File: config.mk
export PLATFORM = sky130hd
export DESIGN_NAME = light_triggered_stepper_blind_top_flat
export DESIGN_NICKNAME = d
export VERILOG_FILES = /design/src/hdl/ltsb_pkg.sv /design/src/hdl/ltsb_req_if.sv /design/src/hdl/ltsb_rsp_if.sv /design/src/hdl/light_triggered_stepper_blind_top.sv /design/src/flat_wrapper.sv
export SDC_FILE = /design/constraint.sdc
export NUM_CORES = 1
export LEC_CHECK = 0
export BUFFER_PORTS_ARGS = -buffer_cell sky130_fd_sc_hd__buf_2
export CORE_MARGIN = 10
export CORE_UTILIZATION = 60
export DETAILED_ROUTE_END_ITERATION = 16
export PLACE_DENSITY = 0.85
export SETUP_SLACK_MARGIN = 0.2
export SYNTH_ARGS = -nofsm -noshare
export SYNTH_HDL_FRONTEND = slang
export SYNTH_SLANG_ARGS = --single-unit
File: constraint.sdc
create_clock -name clock -period 5.6 [get_ports clock]
set_input_delay 0.56 -clock clock [delete_from_list [all_inputs] [get_ports clock]]
set_output_delay 0.56 -clock clock [all_outputs]
set_load 0.05 [all_outputs]
File: src/hdl/ltsb_pkg.sv
// Constants, types and the coil table of the blind controller
package ltsb_pkg;

   localparam int THRESH_W   = 10;
   localparam int STEPS_W    = 16;
   localparam int PHASE_W    = 3;
   localparam int COIL_W     = 4;
   localparam int CSR_IDX_W  = 2;
   localparam int CSR_DATA_W = 16;

   typedef logic [THRESH_W-1:0]   thresh_type;
   typedef logic [STEPS_W-1:0]    steps_type;
   typedef logic [PHASE_W-1:0]    phase_type;
   typedef logic [COIL_W-1:0]     coil_type;
   typedef logic [CSR_IDX_W-1:0]  csr_idx_type;
   typedef logic [CSR_DATA_W-1:0] csr_data_type;

   localparam thresh_type THRESH_RESET = thresh_type'(400);
   localparam steps_type  STEPS_RESET  = steps_type'(3000);

   // register indexes
   localparam csr_idx_type CSR_THRESHOLD   = csr_idx_type'(0);
   localparam csr_idx_type CSR_OPEN_STEPS  = csr_idx_type'(1);
   localparam csr_idx_type CSR_CLOSE_STEPS = csr_idx_type'(2);

   // request codes
   localparam logic REQ_TICK   = 1'b0;
   localparam logic REQ_SAMPLE = 1'b1;

   // direction codes
   localparam logic DIR_FWD  = 1'b0;
   localparam logic DIR_BACK = 1'b1;

   // half-step coil sequence
   function automatic coil_type coil_of(input phase_type phase);
      coil_type c;
      case (phase)
         3'd0:    c = 4'b1000;
         3'd1:    c = 4'b1100;
         3'd2:    c = 4'b0100;
         3'd3:    c = 4'b0110;
         3'd4:    c = 4'b0010;
         3'd5:    c = 4'b0011;
         3'd6:    c = 4'b0001;
         3'd7:    c = 4'b1001;
         default: c = 4'b0000;
      endcase
      return c;
   endfunction

endpackage

File: src/hdl/ltsb_req_if.sv
// Request channel: step ticks and light samples
interface ltsb_req_if #(
   parameter int LIGHT_BITS = 10
);
   logic                  valid;
   logic                  ready;
   logic                  req_type;
   logic [LIGHT_BITS-1:0] light_level;

   modport source (output valid, output req_type, output light_level, input ready);
   modport sink   (input valid, input req_type, input light_level, output ready);
endinterface

File: src/hdl/ltsb_rsp_if.sv
// Response channel: coil drive and blind status
interface ltsb_rsp_if;
   logic                          valid;
   logic                          ready;
   logic [ltsb_pkg::COIL_W-1:0]   coil_pattern;
   logic                          blind_open;
   logic                          moving;

   modport source (output valid, output coil_pattern, output blind_open, output moving,
                   input ready);
   modport sink   (input valid, input coil_pattern, input blind_open, input moving,
                   output ready);
endinterface

File: src/hdl/light_triggered_stepper_blind_top.sv
// Blind controller: light-triggered half-step stepper sequencer
//
//   port      dir   handshake       payload
//   req_bus   in    valid/ready     req_type, light_level
//   rsp_bus   out   valid/ready     coil_pattern, blind_open, moving
//   csr_*     in    csr_we          csr_index, csr_wdata
//
// One item per cycle unless rsp_bus stalls; each response is valid in the next cycle.
// The response comes from the single response register behind the state update.
// Reset (synchronous) closes the blind, stops any run and empties the response register.
// A stalled response holds; a new item is taken in the same cycle the response leaves.
module light_triggered_stepper_blind_top #(
   parameter int LIGHT_BITS = 10
) (
   input  logic                            clock,
   input  logic                            reset,
   ltsb_req_if.sink                        req_bus,
   ltsb_rsp_if.source                      rsp_bus,
   input  logic                            csr_we,
   input  logic [ltsb_pkg::CSR_IDX_W-1:0]  csr_index,
   input  logic [ltsb_pkg::CSR_DATA_W-1:0] csr_wdata
);

   localparam int CmpW = (LIGHT_BITS > ltsb_pkg::THRESH_W) ? LIGHT_BITS : ltsb_pkg::THRESH_W;

   ltsb_pkg::thresh_type threshold_ff, threshold_in;
   ltsb_pkg::steps_type  open_steps_ff, open_steps_in;
   ltsb_pkg::steps_type  close_steps_ff, close_steps_in;

   logic                 open_ff, open_in;
   ltsb_pkg::phase_type  phase_ff, phase_in;
   ltsb_pkg::steps_type  steps_ff, steps_in;
   logic                 dir_ff, dir_in;
   ltsb_pkg::coil_type   coil_ff, coil_in;

   logic                 rsp_valid_ff, rsp_valid_in;
   ltsb_pkg::coil_type   rsp_coil_ff, rsp_coil_in;
   logic                 rsp_open_ff, rsp_open_in;
   logic                 rsp_moving_ff, rsp_moving_in;

   logic                 accept;
   logic                 above;
   ltsb_pkg::phase_type  phase_step;
   ltsb_pkg::steps_type  run_count;
   logic                 run_dir;
   logic                 run_start;

   assign req_bus.ready = !rsp_valid_ff || rsp_bus.ready;
   assign accept        = req_bus.valid && req_bus.ready;

   assign above = CmpW'(req_bus.light_level) > CmpW'(threshold_ff);

   assign phase_step = (dir_ff == ltsb_pkg::DIR_BACK)
                       ? ltsb_pkg::phase_type'(phase_ff - 1'b1)
                       : ltsb_pkg::phase_type'(phase_ff + 1'b1);

   // configuration writes
   always_comb begin
      threshold_in   = threshold_ff;
      open_steps_in  = open_steps_ff;
      close_steps_in = close_steps_ff;
      if (csr_we) begin
         case (csr_index)
            ltsb_pkg::CSR_THRESHOLD:   threshold_in   = csr_wdata[ltsb_pkg::THRESH_W-1:0];
            ltsb_pkg::CSR_OPEN_STEPS:  open_steps_in  = csr_wdata[ltsb_pkg::STEPS_W-1:0];
            ltsb_pkg::CSR_CLOSE_STEPS: close_steps_in = csr_wdata[ltsb_pkg::STEPS_W-1:0];
            default: ;
         endcase
      end
   end

   // pick the run a sample would start
   always_comb begin
      run_start = 1'b0;
      run_count = open_steps_ff;
      run_dir   = ltsb_pkg::DIR_FWD;
      if (above && !open_ff) begin
         run_start = 1'b1;
      end else if (!above && open_ff) begin
         run_start = 1'b1;
         run_count = close_steps_ff;
         run_dir   = ltsb_pkg::DIR_BACK;
      end
   end

   // state update per item
   always_comb begin
      open_in  = open_ff;
      phase_in = phase_ff;
      steps_in = steps_ff;
      dir_in   = dir_ff;
      coil_in  = coil_ff;
      if (accept) begin
         if (req_bus.req_type == ltsb_pkg::REQ_TICK) begin
            if (steps_ff != '0) begin
               phase_in = phase_step;
               coil_in  = ltsb_pkg::coil_of(phase_step);
               steps_in = ltsb_pkg::steps_type'(steps_ff - 1'b1);
               if (steps_ff == ltsb_pkg::steps_type'(1)) begin
                  open_in = !open_ff;
               end
            end
         end else if (steps_ff == '0 && run_start) begin
            // zero-length run flips the flag at once
            if (run_count == '0) begin
               open_in = !open_ff;
            end else begin
               steps_in = run_count;
               dir_in   = run_dir;
            end
         end
      end
   end

   always_comb begin
      rsp_valid_in  = rsp_valid_ff && !rsp_bus.ready;
      rsp_coil_in   = rsp_coil_ff;
      rsp_open_in   = rsp_open_ff;
      rsp_moving_in = rsp_moving_ff;
      if (accept) begin
         rsp_valid_in  = 1'b1;
         rsp_coil_in   = coil_in;
         rsp_open_in   = open_in;
         rsp_moving_in = steps_in != '0;
      end
   end

   always_ff @(posedge clock) begin
      if (reset) begin
         threshold_ff   <= ltsb_pkg::THRESH_RESET;
         open_steps_ff  <= ltsb_pkg::STEPS_RESET;
         close_steps_ff <= ltsb_pkg::STEPS_RESET;
         open_ff        <= 1'b0;
         phase_ff       <= '0;
         steps_ff       <= '0;
         dir_ff         <= ltsb_pkg::DIR_FWD;
         coil_ff        <= '0;
         rsp_valid_ff   <= 1'b0;
      end else begin
         threshold_ff   <= threshold_in;
         open_steps_ff  <= open_steps_in;
         close_steps_ff <= close_steps_in;
         open_ff        <= open_in;
         phase_ff       <= phase_in;
         steps_ff       <= steps_in;
         dir_ff         <= dir_in;
         coil_ff        <= coil_in;
         rsp_valid_ff   <= rsp_valid_in;
      end
   end

   always_ff @(posedge clock) begin
      rsp_coil_ff   <= rsp_coil_in;
      rsp_open_ff   <= rsp_open_in;
      rsp_moving_ff <= rsp_moving_in;
   end

   assign rsp_bus.valid        = rsp_valid_ff;
   assign rsp_bus.coil_pattern = rsp_coil_ff;
   assign rsp_bus.blind_open   = rsp_open_ff;
   assign rsp_bus.moving       = rsp_moving_ff;

endmodule

File: src/flat_wrapper.sv
// flat-port wrapper written by rule: the top's interface ports become plain ports
module light_triggered_stepper_blind_top_flat 
#(
   parameter int LIGHT_BITS = 10
)
  (clock, reset, csr_we, csr_index, csr_wdata, req_bus_valid, req_bus_req_type, req_bus_light_level, req_bus_ready, rsp_bus_valid, rsp_bus_coil_pattern, rsp_bus_blind_open, rsp_bus_moving, rsp_bus_ready);
  ltsb_req_if #(.LIGHT_BITS(LIGHT_BITS)) req_bus_i ();
  ltsb_rsp_if rsp_bus_i ();
  input  logic clock;
  input  logic reset;
  input  logic csr_we;
  input  logic [ltsb_pkg::CSR_IDX_W-1:0] csr_index;
  input  logic [ltsb_pkg::CSR_DATA_W-1:0] csr_wdata;
  input wire logic [$bits(req_bus_i.valid)-1:0] req_bus_valid;
  input wire logic [$bits(req_bus_i.req_type)-1:0] req_bus_req_type;
  input wire logic [$bits(req_bus_i.light_level)-1:0] req_bus_light_level;
  output wire logic [$bits(req_bus_i.ready)-1:0] req_bus_ready;
  output wire logic [$bits(rsp_bus_i.valid)-1:0] rsp_bus_valid;
  output wire logic [$bits(rsp_bus_i.coil_pattern)-1:0] rsp_bus_coil_pattern;
  output wire logic [$bits(rsp_bus_i.blind_open)-1:0] rsp_bus_blind_open;
  output wire logic [$bits(rsp_bus_i.moving)-1:0] rsp_bus_moving;
  input wire logic [$bits(rsp_bus_i.ready)-1:0] rsp_bus_ready;
  assign req_bus_i.valid = req_bus_valid;
  assign req_bus_i.req_type = req_bus_req_type;
  assign req_bus_i.light_level = req_bus_light_level;
  assign req_bus_ready = req_bus_i.ready;
  assign rsp_bus_valid = rsp_bus_i.valid;
  assign rsp_bus_coil_pattern = rsp_bus_i.coil_pattern;
  assign rsp_bus_blind_open = rsp_bus_i.blind_open;
  assign rsp_bus_moving = rsp_bus_i.moving;
  assign rsp_bus_i.ready = rsp_bus_ready;
  light_triggered_stepper_blind_top #(.LIGHT_BITS(LIGHT_BITS)) u_core (.clock(clock), .reset(reset), .req_bus(req_bus_i), .rsp_bus(rsp_bus_i), .csr_we(csr_we), .csr_index(csr_index), .csr_wdata(csr_wdata));
endmodule
; ---- Word-level counts from Yosys, hierarchy flattened
; Memories as Yosys holds them, arrays and structs flattened.
; Cells that the tools add are included.
[totals]
ff_bits = 74
rom_bits = 32
input_bits = 34
out_inout_bits = 8
wordCells = 63
n_memories = 1
[op_classes]
add_sub_neg = 3
magnitude_cmp = 1
n_eq_ne = 3
mux = 21
bitwise = 2
n_reduce_logical = 20
[memory_table]
columns = memory, depth, word_bits, rd, rd_ports_with_merged_regs, wr, line_no
row1 = (no name shown), 8, 4, 1, 0, 0, ltsb_pkg.sv:37  ; case (phase)
[ops]
columns = op, count
row1 = $mux 16, 7
row2 = $logic_not 16->1, 2
row3 = $reduce_bool 16->1, 2
row4 = $eq 16x1->1 const B, 1
row5 = $sub 16x1->16 const B, 1
row6 = $mux 4, 3
row7 = $gt 10x10->1, 1
row8 = $mux 1, 10
row9 = $reduce_and 2->1, 3
row10 = $logic_and 1x1->1, 5
row11 = $logic_not 1->1, 4
row12 = $reduce_and 4->1, 1
row13 = $add 3x1->3 const B, 1
row14 = $mux 3, 1
row15 = $reduce_and 3->1, 1
row16 = $sub 3x1->3 const B, 1
row17 = $eq 2x1->1 const B, 1
row18 = $eq 2x2->1 const B, 1
row19 = $logic_not 2->1, 1
row20 = $not 1->1, 2
row21 = $logic_or 1x1->1, 1

; ---- Longest topological paths before layout
; Gate-level depths: netlist (run 1).
[depth]
ltp_word = 11
depth_mapped = 17
ltp_nobuf = 16

; ---- Worst setup path after synthesis (run 1)
; Ideal clock, no wire load.
[synth_path]
kind = input port to flip-flop
start = in req_bus_light_level[7]
end = reg u_core.rsp_moving_ff, in the netlist u_core.rsp_bus.moving (data pin)
setup_time_ns = 0.270
t_arrival_ns = 3.350
t_required_ns = 5.330
path_slack_ns = 1.980
cell_stages = 16
path_buffers = 2
path_cell_list = ha_1 -> a21o_1 -> a21o_1 -> a221oi_1 -> o21ai_0 -> nand2_1 -> inv_1 -> ha_1 -> nand2b_1 -> clkbuf_1 -> mux2_2 -> and2_1 -> clkbuf_1 -> a211oi_1 -> nor4bb_1 -> nand4_1
[synth_via]
elab_chain_len = 11
word_cells_on_any_way = 15
cone_classes = order compare (1) / mux (8) / reduce/logical (6)
[synth_lines]
columns = element, line_no
row1 = from (decl), flat_wrapper.sv:16  ; input wire logic [$bits(req_bus_i.light_level)-1:0] req_bus_light_level;
row2 = $gt 10x10->1 *, light_triggered_stepper_blind_top.sv:51  ; assign above = CmpW'(req_bus.light_level) > CmpW'(threshold_ff);
row3 = $logic_not 1->1, light_triggered_stepper_blind_top.sv:79  ; end else if (!above && open_ff) begin
row4 = $logic_and 1x1->1, light_triggered_stepper_blind_top.sv:79
row5 = $mux 16, light_triggered_stepper_blind_top.sv:79
row6 = $mux 16, light_triggered_stepper_blind_top.sv:77  ; if (above && !open_ff) begin
row7 = $logic_not 16->1, light_triggered_stepper_blind_top.sv:105  ; if (run_count == '0) begin
row8 = $mux 16, light_triggered_stepper_blind_top.sv:105
row9 = $mux 16 *, light_triggered_stepper_blind_top.sv:103  ; end else if (steps_ff == '0 && run_start) begin
row10 = $mux 16 *, light_triggered_stepper_blind_top.sv:94  ; if (req_bus.req_type == ltsb_pkg::REQ_TICK) begin
row11 = $mux 16 *, light_triggered_stepper_blind_top.sv:93  ; if (accept) begin
row12 = $reduce_bool 16->1 *, light_triggered_stepper_blind_top.sv:124  ; rsp_moving_in = steps_in != '0;
row13 = to (signal assigned), light_triggered_stepper_blind_top.sv:155  ; rsp_moving_ff <= rsp_moving_in;
row14 = to (decl), light_triggered_stepper_blind_top.sv:39  ; logic rsp_moving_ff, rsp_moving_in;
; Mark *: on every way between the ends. The rest lies on a longest branch, timed or not.
; A chain may end at the register's enable or synchronous reset.

; ---- Worst setup path after layout (run 1)
[layout_path]
start = reg u_core.threshold_ff[7]
end = reg u_core.rsp_moving_ff, in the netlist u_core.rsp_bus.moving (data pin)
[layout_via]
elab_chain_len = 11
word_cells_on_any_way = 15
cone_classes = order compare (1) / mux (8) / reduce/logical (6)
[layout_lines]
columns = element, line_no
row1 = from (decl), light_triggered_stepper_blind_top.sv:26  ; ltsb_pkg::thresh_type threshold_ff, threshold_in;
row2 = from (signal assigned), light_triggered_stepper_blind_top.sv:130  ; threshold_ff <= ltsb_pkg::THRESH_RESET;
row3 = from (signal assigned), light_triggered_stepper_blind_top.sv:140  ; threshold_ff <= threshold_in;
row4 = $gt 10x10->1 *, light_triggered_stepper_blind_top.sv:51
row5 = $logic_not 1->1, light_triggered_stepper_blind_top.sv:79
row6 = $logic_and 1x1->1, light_triggered_stepper_blind_top.sv:79
row7 = $mux 16, light_triggered_stepper_blind_top.sv:79
row8 = $mux 16, light_triggered_stepper_blind_top.sv:77
row9 = $logic_not 16->1, light_triggered_stepper_blind_top.sv:105
row10 = $mux 16, light_triggered_stepper_blind_top.sv:105
row11 = $mux 16 *, light_triggered_stepper_blind_top.sv:103
row12 = $mux 16 *, light_triggered_stepper_blind_top.sv:94
row13 = $mux 16 *, light_triggered_stepper_blind_top.sv:93
row14 = $reduce_bool 16->1 *, light_triggered_stepper_blind_top.sv:124
; Marked as above.

==> results of run 1 <==
[registers in the layout, summed over array words and instances, names as in the netlist, 3 cells and up]
name                         flops
u_core.coil_ff                   4
u_core.rsp_bus.coil_pattern      4
u_core.phase_ff                  3
u_core.threshold_ff             10
u_core.steps_ff                 16
u_core.open_steps_ff            16
u_core.close_steps_ff           16
[layer usage]
layer,up-vias,routed length (µm),track usage
met4,0,206,0.0748
met1,1710,4270,0.248
met2,153,4810,0.324
li1,1783,-,-
met5,-,0,0
met3,19,746,0.0493
[cells in the final DEF (no fill, tap or decap), drive strengths merged, types with 3 or more instances in the layout]
| cell type | netlist | final |
|---|---|---|
| a211o | 8 | 8 |
| a211oi | 7 | 7 |
| a21o | 5 | 5 |
| a21oi | 43 | 43 |
| a221oi | 3 | 3 |
| a31oi | 4 | 4 |
| a41oi | 5 | 5 |
| and2 | 4 | 4 |
| and3 | 4 | 4 |
| buf | 4 | 42 |
| clkbuf | 21 | 11 |
| dfxtp | 68 | 68 |
| edfxtp | 6 | 6 |
| ha | 19 | 19 |
| inv | 22 | 25 |
| mux2 | 5 | 5 |
| mux2i | 14 | 14 |
| nand2 | 89 | 89 |
| nand2b | 7 | 7 |
| nand3 | 9 | 9 |
| nand3b | 16 | 16 |
| nand4 | 14 | 14 |
| nor2 | 33 | 33 |
| nor2b | 16 | 16 |
| nor3 | 5 | 5 |
| nor4 | 15 | 15 |
| o21ai | 10 | 10 |
| o31ai | 3 | 3 |
| xnor2 | 4 | 4 |
[layout make-up]
type | instances | area, µm²
fillers | 534 | 1990
flip-flops and latches | 74 | 1540
repair buffers | 42 | 213
clock buffers | 11 | 163
clock inverters | 5 | 40.0
well taps | 77 | 96.3
inverters | 22 | 82.6
multi-input cells | 366 | 2330
[Yosys cell counts (all sizes together) (5+ instances only)]
cell	count	area (µm²)
a21oi	43	215
a41oi	5	51.3
nor4	15	145
inv	22	82.6
ha	19	238
mux2	5	56.3
dfxtp	68	1360
edfxtp	6	180
o21ai	10	50.1
nand4	14	103
nor3	5	25.0
nand2	89	334
clkbuf	21	80.1
a211o	8	70.1
a211oi	7	52.6
nor2b	16	100
nand2b	7	43.8
nor2	33	124
a21o	5	37.5
mux2i	14	140
nand3	9	45.0
nand3b	16	120
[worst max path at each step]
stage	startpoint	end	depth (start not counted)
2_1_floorplan	req_bus_light_level[7]	u_core.rsp_bus.moving	16
3_3_place_gp	req_bus_light_level[7]	u_core.rsp_bus.moving	16
3_5_place_dp	req_bus_light_level[7]	u_core.rsp_bus.moving	16
4_1_cts	u_core.threshold_ff[7]	u_core.rsp_bus.moving	16
5_1_grt	u_core.threshold_ff[7]	u_core.rsp_bus.moving	16
6_report	u_core.threshold_ff[7]	u_core.rsp_bus.moving	16
[report_power, final]
part	switching, mW	total [mW]	leakage [nW]	internal (mW)
Combinational	0.253	0.415	1.14	0.162
Sequential	0.0457	0.618	0.613	0.572
Clock	0.214	0.418	0.102	0.204
[kinds of logic (layout without fill, tap and decap cells)]
group,count (synthesis),after routing
AO/OA/AOI/OAI,98,98
XOR/XNOR,6,6
adder cells (fa/ha/maj),20,20
buffers and inverters,47,80
flip-flops,74,74
multiplexers,19,19
AND/OR/NAND/NOR,223,223
[stage by stage]
stage	power (mW)	area (µm²)	hold WS [ps]
global placement	1.02	4270	444
detailed placement	1.03	4270	447
CTS	1.44	4470	415
global route	1.52	4470	438
finish	1.45	4470	416
floorplan	0.931	4050	436
[worst max-delay path, stage by stage, from the launching register on]
cell and delay [ps]:
dfxtp_1 320, inv_1 50, ha_1 280, a21o_1 160, a21o_1 180, a221oi_1 260, o21ai_0 140, nand2_1 140
inv_1 80, ha_1 290, nor4b_1 290, nand4_1 410, nor2_1 330, and2_1 300, a211oi_1 130, nor4bb_1 260
nand4_1 110
==> impl_metrics.tcl, run 1 <==
set metrics [dict create \
    hpwlAfterDp_mm 7.28 \
    antenna_left 0 \
    postSynthAreaPerCell_um2 8.32 \
    core_area_mm2 0.00646 \
    drt_pass1_iterations 5 \
    cp.required_ps 5700 \
    die-width_um 102 \
    async_flop_share 0 \
    worstReg2RegStart "u_core.threshold_ff[7]" \
    cts_tree "built" \
    first_iter_violations 242 \
    place_congestion 0.949 \
    antenna_found_initial 0 \
    ys_seq_area_frac 0.380 \
    yosys.area_share.adder 0.0636 \
    diodes 0 \
    hold_class "input port to flop" \
    final.period_utilization 0.712 \
    vias 3665 \
    dp_cells 581 \
    mappedNetlistArea_mm2 0.00405 \
    hold_viol 0 \
    initial_utilization 0.628 \
    port_buffers 41 \
    status "finished clean" \
    area_growth_pct 10.2 \
    cts_hold_buf 0 \
    final.setup.worst_slack_ps 1610 \
    route.detailed.drc 0 \
    syn_nets 541 \
    min_path_cells 3 \
    die-area_mm2 0.0104 \
    rr_endpoint "u_core.rsp_bus.moving" \
    track_usage 0.199 \
    drt-wirelength-per-cell_um 16.8 \
    finalMaxSlewViolations 0 \
    pin_count 42 \
    path_clk_slew_ps 80 \
    setup_viol 0 \
    setup_tns_ps 0 \
    p_per_area_mw_per_mm2 324 \
    syn_inst 487 \
    drive_above_1_share 0.140 \
    ir_worst_vdd_mv 0.212 \
    cp.arrival_ps 4090 \
    cts-root-buf "clkbuf_8" \
    finClkSkew_ps 9.28 \
    grt_first_pass_wirelength_mm 16.7 \
    gr-total-overflow 0 \
    synth-simple-area-share 0.292 \
    maxCapViolCount 0 \
    routed_wl_mm 10.0 \
    synth-xor-area-share 0.0130 \
    synth_seq_cells 74 \
    ys_warn_count 0 \
    dieHeight_um 102 \
    numCtsBuffers 9 \
    nets 569 \
    worstHoldStart "csr_wdata[11]" \
    synth_enable_flop_cells 6 \
    stdcell_count 597 \
    reg2regPathDepth 16 \
    relSlewSlack 0.215 \
    grt_pass1_vias 3517 \
    grt_max_degree 69 \
    cp-end-kind "flop" \
    start_kind "flop" \
    fmaxAchievable_mhz 251 \
    synthMuxAreaShare 0.0485 \
    synth_top_family_by_area "simple AND/OR/NAND/NOR gates" \
    critPathMaxFanout 12 \
    fin_crit_ps 3990 \
    synth_compound_area_frac 0.159 \
    synth_ff_type "dfxtp_1" \
    cts_setup_buffers 0 \
    num_rows 29 \
    min_to "u_core.open_steps_ff[11]" \
    cts_buffer_depth 2 \
    viasPerCell 6.14 \
    p_leak_nw 1.86 \
    final_util 0.692 \
    cts_sinks 74 \
    rsz0062_at_grt "no" \
    crit_type "flop to flop" \
    clk_latency_ps 360 \
    pre_cts_ws_ps 1360 \
    synth.distinct_cells 55 \
    cts_max_level 3 \
    rrSetupSlack_ps 1610 \
    ctsResizeCount 0 \
    tightest_slew_ps 1180 \
]
Note: power is estimated with default switching activity, not from simulation.
==> run 2: changes to the inputs <==
--- a/config.mk
+++ b/config.mk
@@ -7,9 +7,9 @@
 export LEC_CHECK = 0
 export BUFFER_PORTS_ARGS = -buffer_cell sky130_fd_sc_hd__buf_2
 export CORE_MARGIN = 10
-export CORE_UTILIZATION = 60
+export CORE_UTILIZATION = 53
 export DETAILED_ROUTE_END_ITERATION = 16
-export PLACE_DENSITY = 0.85
+export PLACE_DENSITY = 0.8
 export SETUP_SLACK_MARGIN = 0.2
 export SYNTH_ARGS = -nofsm -noshare
 export SYNTH_HDL_FRONTEND = slang
==> constraint.sdc (replaced) <==
create_clock -name clock -period 3.45 [get_ports clock]
set_input_delay 0.345 -clock clock [delete_from_list [all_inputs] [get_ports clock]]
set_output_delay 0.345 -clock clock [all_outputs]
set_load 0.05 [all_outputs]
==> impl_metrics.tcl, run 2 (synthesis gave the netlist of run 1 again) <==
set metrics [dict create \
    status "finished clean" \
    tightest_slew_ps 1210 \
    clk_latency_ps 370 \
    die-area_mm2 0.0115 \
    cts_tree "built" \
    cts_sinks 74 \
    hold_class "input port to flop" \
    finalMaxSlewViolations 0 \
    grt_first_pass_wirelength_mm 17.5 \
    grt_pass1_vias 3656 \
    antenna_found_initial 0 \
    cts_buffer_depth 2 \
    num_rows 31 \
    cts-root-buf "clkbuf_8" \
    track_usage 0.186 \
    maxCapViolCount 0 \
    first_iter_violations 166 \
    antenna_left 0 \
    crit_type "flop to flop" \
    p_leak_nw 2.05 \
    final.period_utilization 0.962 \
    worstReg2RegStart "u_core.threshold_ff[3]" \
    viasPerCell 5.93 \
    reg2regPathDepth 17 \
    place_congestion 0.882 \
    dieHeight_um 107 \
    path_clk_slew_ps 90 \
    crit_chain "inv_1 -> ha_1 -> a21o_1 -> a21o_1 -> a21oi_2 -> o21ai_1 -> nand2_1 -> inv_2 -> ha_4 -> nor4b_4 -> nand4_1 -> nor2_2 -> and2_4 -> buf_6 -> a221oi_2 -> nor4_2 -> nand4_1" \
    drt_pass1_iterations 5 \
    p_per_area_mw_per_mm2 522 \
    drt-wirelength-per-cell_um 17.0 \
    nets 596 \
    ir_worst_vdd_mv 0.368 \
    setup_tns_ps 0 \
    initial_utilization 0.553 \
    area_growth_pct 22.2 \
    cp.arrival_ps 3420 \
    layout_common_cells "nand2_1, dfxtp_1, a21oi_1, buf_2, nor2_1" \
    reg.largest.list "u_core.close_steps_ff x16, u_core.open_steps_ff x16, u_core.steps_ff x16" \
    cp-end-kind "flop" \
    grt_max_degree 69 \
    cp.required_ps 3560 \
    relSlewSlack 0.191 \
    pin_count 42 \
    die-width_um 107 \
    hold_viol 0 \
    rrSetupSlack_ps 130 \
    drive_above_1_share 0.249 \
    cpPeakStageDelay_ps 340 \
    layout_commonest_cell "nand2_1" \
    multiInputGateArea_mm2 0.00253 \
    rr_endpoint "u_core.rsp_bus.moving" \
    final_util 0.676 \
    critPathMaxFanout 4 \
    routed_wl_mm 11.0 \
    fmaxAchievable_mhz 301 \
    port_buffers 41 \
    fin_crit_ps 3320 \
    diodes 0 \
    cpMaxStageDelayCell "dfxtp_2" \
    setup_viol 0 \
    crit_end "u_core.rsp_bus.moving" \
    numCtsBuffers 9 \
    vias 3834 \
    hpwlAfterDp_mm 7.61 \
    gr-total-overflow 0 \
    rsz0062_at_grt "yes" \
    critPathLaunch "u_core.threshold_ff[3]" \
    finClkSkew_ps 10.7 \
    start_kind "flop" \
    cts_max_level 3 \
    route.detailed.drc 0 \
    nFillCells 592 \
    core_area_mm2 0.00733 \
    ff_latch_area_mm2 0.00155 \
]
[run 2: changes by cell type in the layout (fill, tap and decap cells not counted), sizes merged]
cell | previous run | this run
inv | 25 | 24
bufinv | 0 | 1
clkinvlp | 1 | 2
buf | 42 | 69
clkbuf | 11 | 10
[run 2: layout make-up]
| class | count | area share |
|---|---|---|
| Multi-Input combinational cell | 366 | 0.510 |
| Sequential cell | 74 | 0.312 |
| Timing Repair Buffer | 69 | 0.0915 |
| Clock buffer | 10 | 0.0301 |
| Tap cell | 99 | 0.0250 |
| Inverter | 22 | 0.0167 |
| Clock inverter | 6 | 0.0144 |
[run 2: timing repair]
item	CTS	global route
cloned	1	0
buffers inserted	4	6
pin swaps	15	17
hold buffers	0	0
setup endpoints to repair	11	14
gates resized for setup	26	30
[run 2: power breakdown]
| part | leakage (nW) | total [mW] | switching [mW] | internal, mW |
|---|---|---|---|---|
| Clock | 0.105 | 0.743 | 0.359 | 0.384 |
| Sequential | 0.613 | 1.01 | 0.0772 | 0.928 |
| Combinational | 1.33 | 0.839 | 0.469 | 0.370 |
| Total | 2.05 | 2.59 | 0.905 | 1.68 |
[run 2: worst min-delay path by stage]
stage | from | to | cells after the start
floorplan | u_core.threshold_ff[1] | u_core.threshold_ff[1] | 2
global placement | u_core.threshold_ff[1] | u_core.threshold_ff[1] | 2
detailed placement | u_core.threshold_ff[2] | u_core.threshold_ff[2] | 2
CTS | csr_wdata[11] | u_core.close_steps_ff[11] | 3
global route | csr_wdata[11] | u_core.close_steps_ff[11] | 3
finish | csr_wdata[11] | u_core.close_steps_ff[11] | 3
[run 2: worst max-delay path: cells and delay by family, from the launching register on]
| family | cells | cell delay (ps) |
|---|---|---|
| buffers and inverters | 3 | 210 |
| AND/OR/NAND/NOR | 7 | 1380 |
| AO/OA/AOI/OAI | 5 | 640 |
| adder cells (fa/ha/maj) | 2 | 500 |
| flip-flops | 1 | 340 |
[run 2: through the flow]
step	cell area, µm²	cells	power [mW]	worst slack, ps	hold WS (ps)
finish	4950	646	2.59	133	200
detailed placement	4420	619	1.71	-243	448
global placement	4420	619	1.70	-164	443
floorplan	4060	487	1.51	202	436
CTS	4780	640	2.49	208	195
global route	4950	646	2.70	-88.8	225
[run 2: metal layers]
metal,vias to the layer above,wire (µm),part of all wire,global-route usage
met5,-,0,0,0
met2,166,5270,0.48,0.305
met4,0,220,0.020,0.0802
met3,23,901,0.082,0.0437
li1,1844,-,-,-
met1,1801,4600,0.42,0.228
==> run 3: changes to the inputs <==
--- a/config.mk
+++ b/config.mk
@@ -10,7 +10,7 @@
 export CORE_UTILIZATION = 53
 export DETAILED_ROUTE_END_ITERATION = 16
 export PLACE_DENSITY = 0.8
-export SETUP_SLACK_MARGIN = 0.2
+export SETUP_SLACK_MARGIN = 0.15
 export SYNTH_ARGS = -nofsm -noshare
 export SYNTH_HDL_FRONTEND = slang
 export SYNTH_SLANG_ARGS = --single-unit
==> impl_metrics.tcl, run 3 (synthesis gave the netlist of run 1 again) <==
set metrics [dict create \
    status "finished clean" \
    min_to "u_core.open_steps_ff[11]" \
    initial_utilization 0.553 \
    antenna_left 0 \
    drive_above_1_share 0.214 \
    cts_max_level 3 \
    core_area_mm2 0.00733 \
    grt_max_degree 69 \
    nets 586 \
    gr-total-overflow 0 \
    stdcell_count 636 \
    worst-path-buf-inv 4 \
    cp-end-kind "flop" \
    rsz0062_at_grt "yes" \
    final.period_utilization 0.945 \
    viasPerCell 5.82 \
    cpPeakStageDelay_ps 340 \
    relSlewSlack 0.222 \
    hpwlAfterDp_mm 7.78 \
    start_kind "flop" \
    dieHeight_um 107 \
    tightest_slew_ps 1170 \
    antenna_found_initial 0 \
    critPathMaxFanout 5 \
    numCtsBuffers 9 \
    drt-wirelength-per-cell_um 16.7 \
    drt_pass1_iterations 6 \
    reg2regPathDepth 17 \
    finalMaxSlewViolations 0 \
    p_per_area_mw_per_mm2 518 \
    worstHoldStart "csr_wdata[11]" \
    fin_crit_ps 3260 \
    die-width_um 107 \
    hold_viol 0 \
    area_growth_pct 18.2 \
    maxCapViolCount 0 \
    rr_endpoint "u_core.rsp_bus.moving" \
    route.detailed.drc 0 \
    num_rows 31 \
    clk_latency_ps 340 \
    setup_viol 0 \
    min_path_cells 3 \
    grt_pass1_vias 3549 \
    pin_count 42 \
    p_leak_nw 1.99 \
    path_clk_slew_ps 80 \
    grt_first_pass_wirelength_mm 17.3 \
    vias 3699 \
    cts_tree "built" \
    layout_commonest_cell "nand2_1" \
    cp.arrival_ps 3340 \
    place_congestion 0.976 \
    path_delay_family "compound AO/OA/AOI/OAI gates" \
    final_util 0.654 \
    rrSetupSlack_ps 190 \
    reg.largest.list "u_core.close_steps_ff x16, u_core.open_steps_ff x16, u_core.steps_ff x16" \
    final.setup.worst_slack_ps 188 \
    crit_type "flop to flop" \
    first_iter_violations 242 \
    fmaxAchievable_mhz 307 \
    port_buffers 41 \
    worstReg2RegStart "u_core.threshold_ff[3]" \
    cts_sinks 74 \
    layout_common_cells "nand2_1, dfxtp_1, a21oi_1, buf_2, nor2_1" \
    diodes 0 \
    ir_worst_vdd_mv 0.293 \
    critPathLaunch "u_core.threshold_ff[3]" \
    cp.required_ps 3530 \
    nFillCells 608 \
    routed_wl_mm 10.6 \
    die-area_mm2 0.0115 \
    cts_hold_buf 0 \
    track_usage 0.182 \
    cts-root-buf "clkbuf_8" \
    cpMaxStageDelayCell "dfxtp_1" \
    finClkSkew_ps 5.64 \
    dp_cells 618 \
    crit_chain "inv_1 -> ha_1 -> a21o_1 -> a21o_1 -> a21oi_1 -> o21ai_2 -> nand2_2 -> inv_2 -> ha_4 -> nor4b_2 -> nand4_1 -> buf_2 -> inv_1 -> a21oi_1 -> o22ai_1 -> nor4_2 -> nand4_1" \
    hold_class "input port to flop" \
    pre_cts_ws_ps -168 \
    cts_buffer_depth 2 \
]
## run 3: cell types whose count changed in the layout (fill, tap and decap cells not counted), moves of 3 or more
cell / before / now
buf_6: 10 / 2
a211oi_2: 5 / 2
clkbuf_8: 9 / 12
buf_4: 18 / 14
a211oi_1: 2 / 5
## run 3: metal layers
| metal | GRT usage | part of all wire | vias to the layer above |
|---|---|---|---|
| met3 | 0.0467 | 0.089 | 14 |
| li1 | - | - | 1814 |
| met2 | 0.295 | 0.47 | 172 |
| met4 | 0.0563 | 0.0096 | 0 |
| met1 | 0.232 | 0.43 | 1699 |
| met5 | 0 | 0 | - |
## run 3: area by class of cell
type	instances	area (µm²)	area share
clock buffer	14	215	0.0449
clock inverter	2	11.3	0.00235
inverter	22	82.6	0.0172
multi-input combinational	366	2460	0.513
sequential	74	1540	0.322
tap	99	124	0.0259
timing repair buffer	59	358	0.0747
## run 3: worst max-delay path by stage
stage / endpoint / slack (ps) / cells past startpoint
floorplan: u_core.rsp_bus.moving / 160 / 16
global placement: u_core.rsp_bus.moving / -90 / 16
detailed placement: u_core.rsp_bus.moving / -170 / 17
CTS: u_core.rsp_bus.moving / 160 / 17
global route: u_core.rsp_bus.moving / -20 / 17
finish: u_core.rsp_bus.moving / 190 / 17
## run 3: worst reg2reg max path, stage by stage (launching register included)
cell,delay [ps]
dfxtp_1,340
inv_1,50
ha_1,290
a21o_1,190
a21o_1,170
a21oi_1,180
o21ai_2,90
nand2_2,110
inv_2,50
ha_4,260
nor4b_2,40
nand4_1,200
buf_2,200
inv_1,80
a21oi_1,190
o22ai_1,160
nor4_2,300
nand4_1,120
## run 3: repair_timing
item                                    in CTS  in global routing
pin swaps                                    8                 10
endpoints found under the setup margin      10                 10
gates resized for setup                     26                  8
setup buffers                                0                  1
gates cloned                                 1                  0
## run 3: power by group
part / internal, mW / total (mW) / switching, mW
Sequential: 0.928 / 1.01 / 0.0783
Clock: 0.408 / 0.731 / 0.323
Combinational: 0.308 / 0.745 / 0.437
## run 3: per-stage QoR
step | hold slack, ps | power, mW | cell area [µm²] | TNS (ps)
final | 234 | 2.48 | 4790 | 0
after detailed placement | 447 | 1.70 | 4420 | -174
after CTS | 218 | 2.46 | 4760 | 0
after floorplan | 436 | 1.51 | 4060 | 0
after global routing | 230 | 2.60 | 4790 | -22.4
after global placement | 445 | 1.69 | 4420 | -85.2
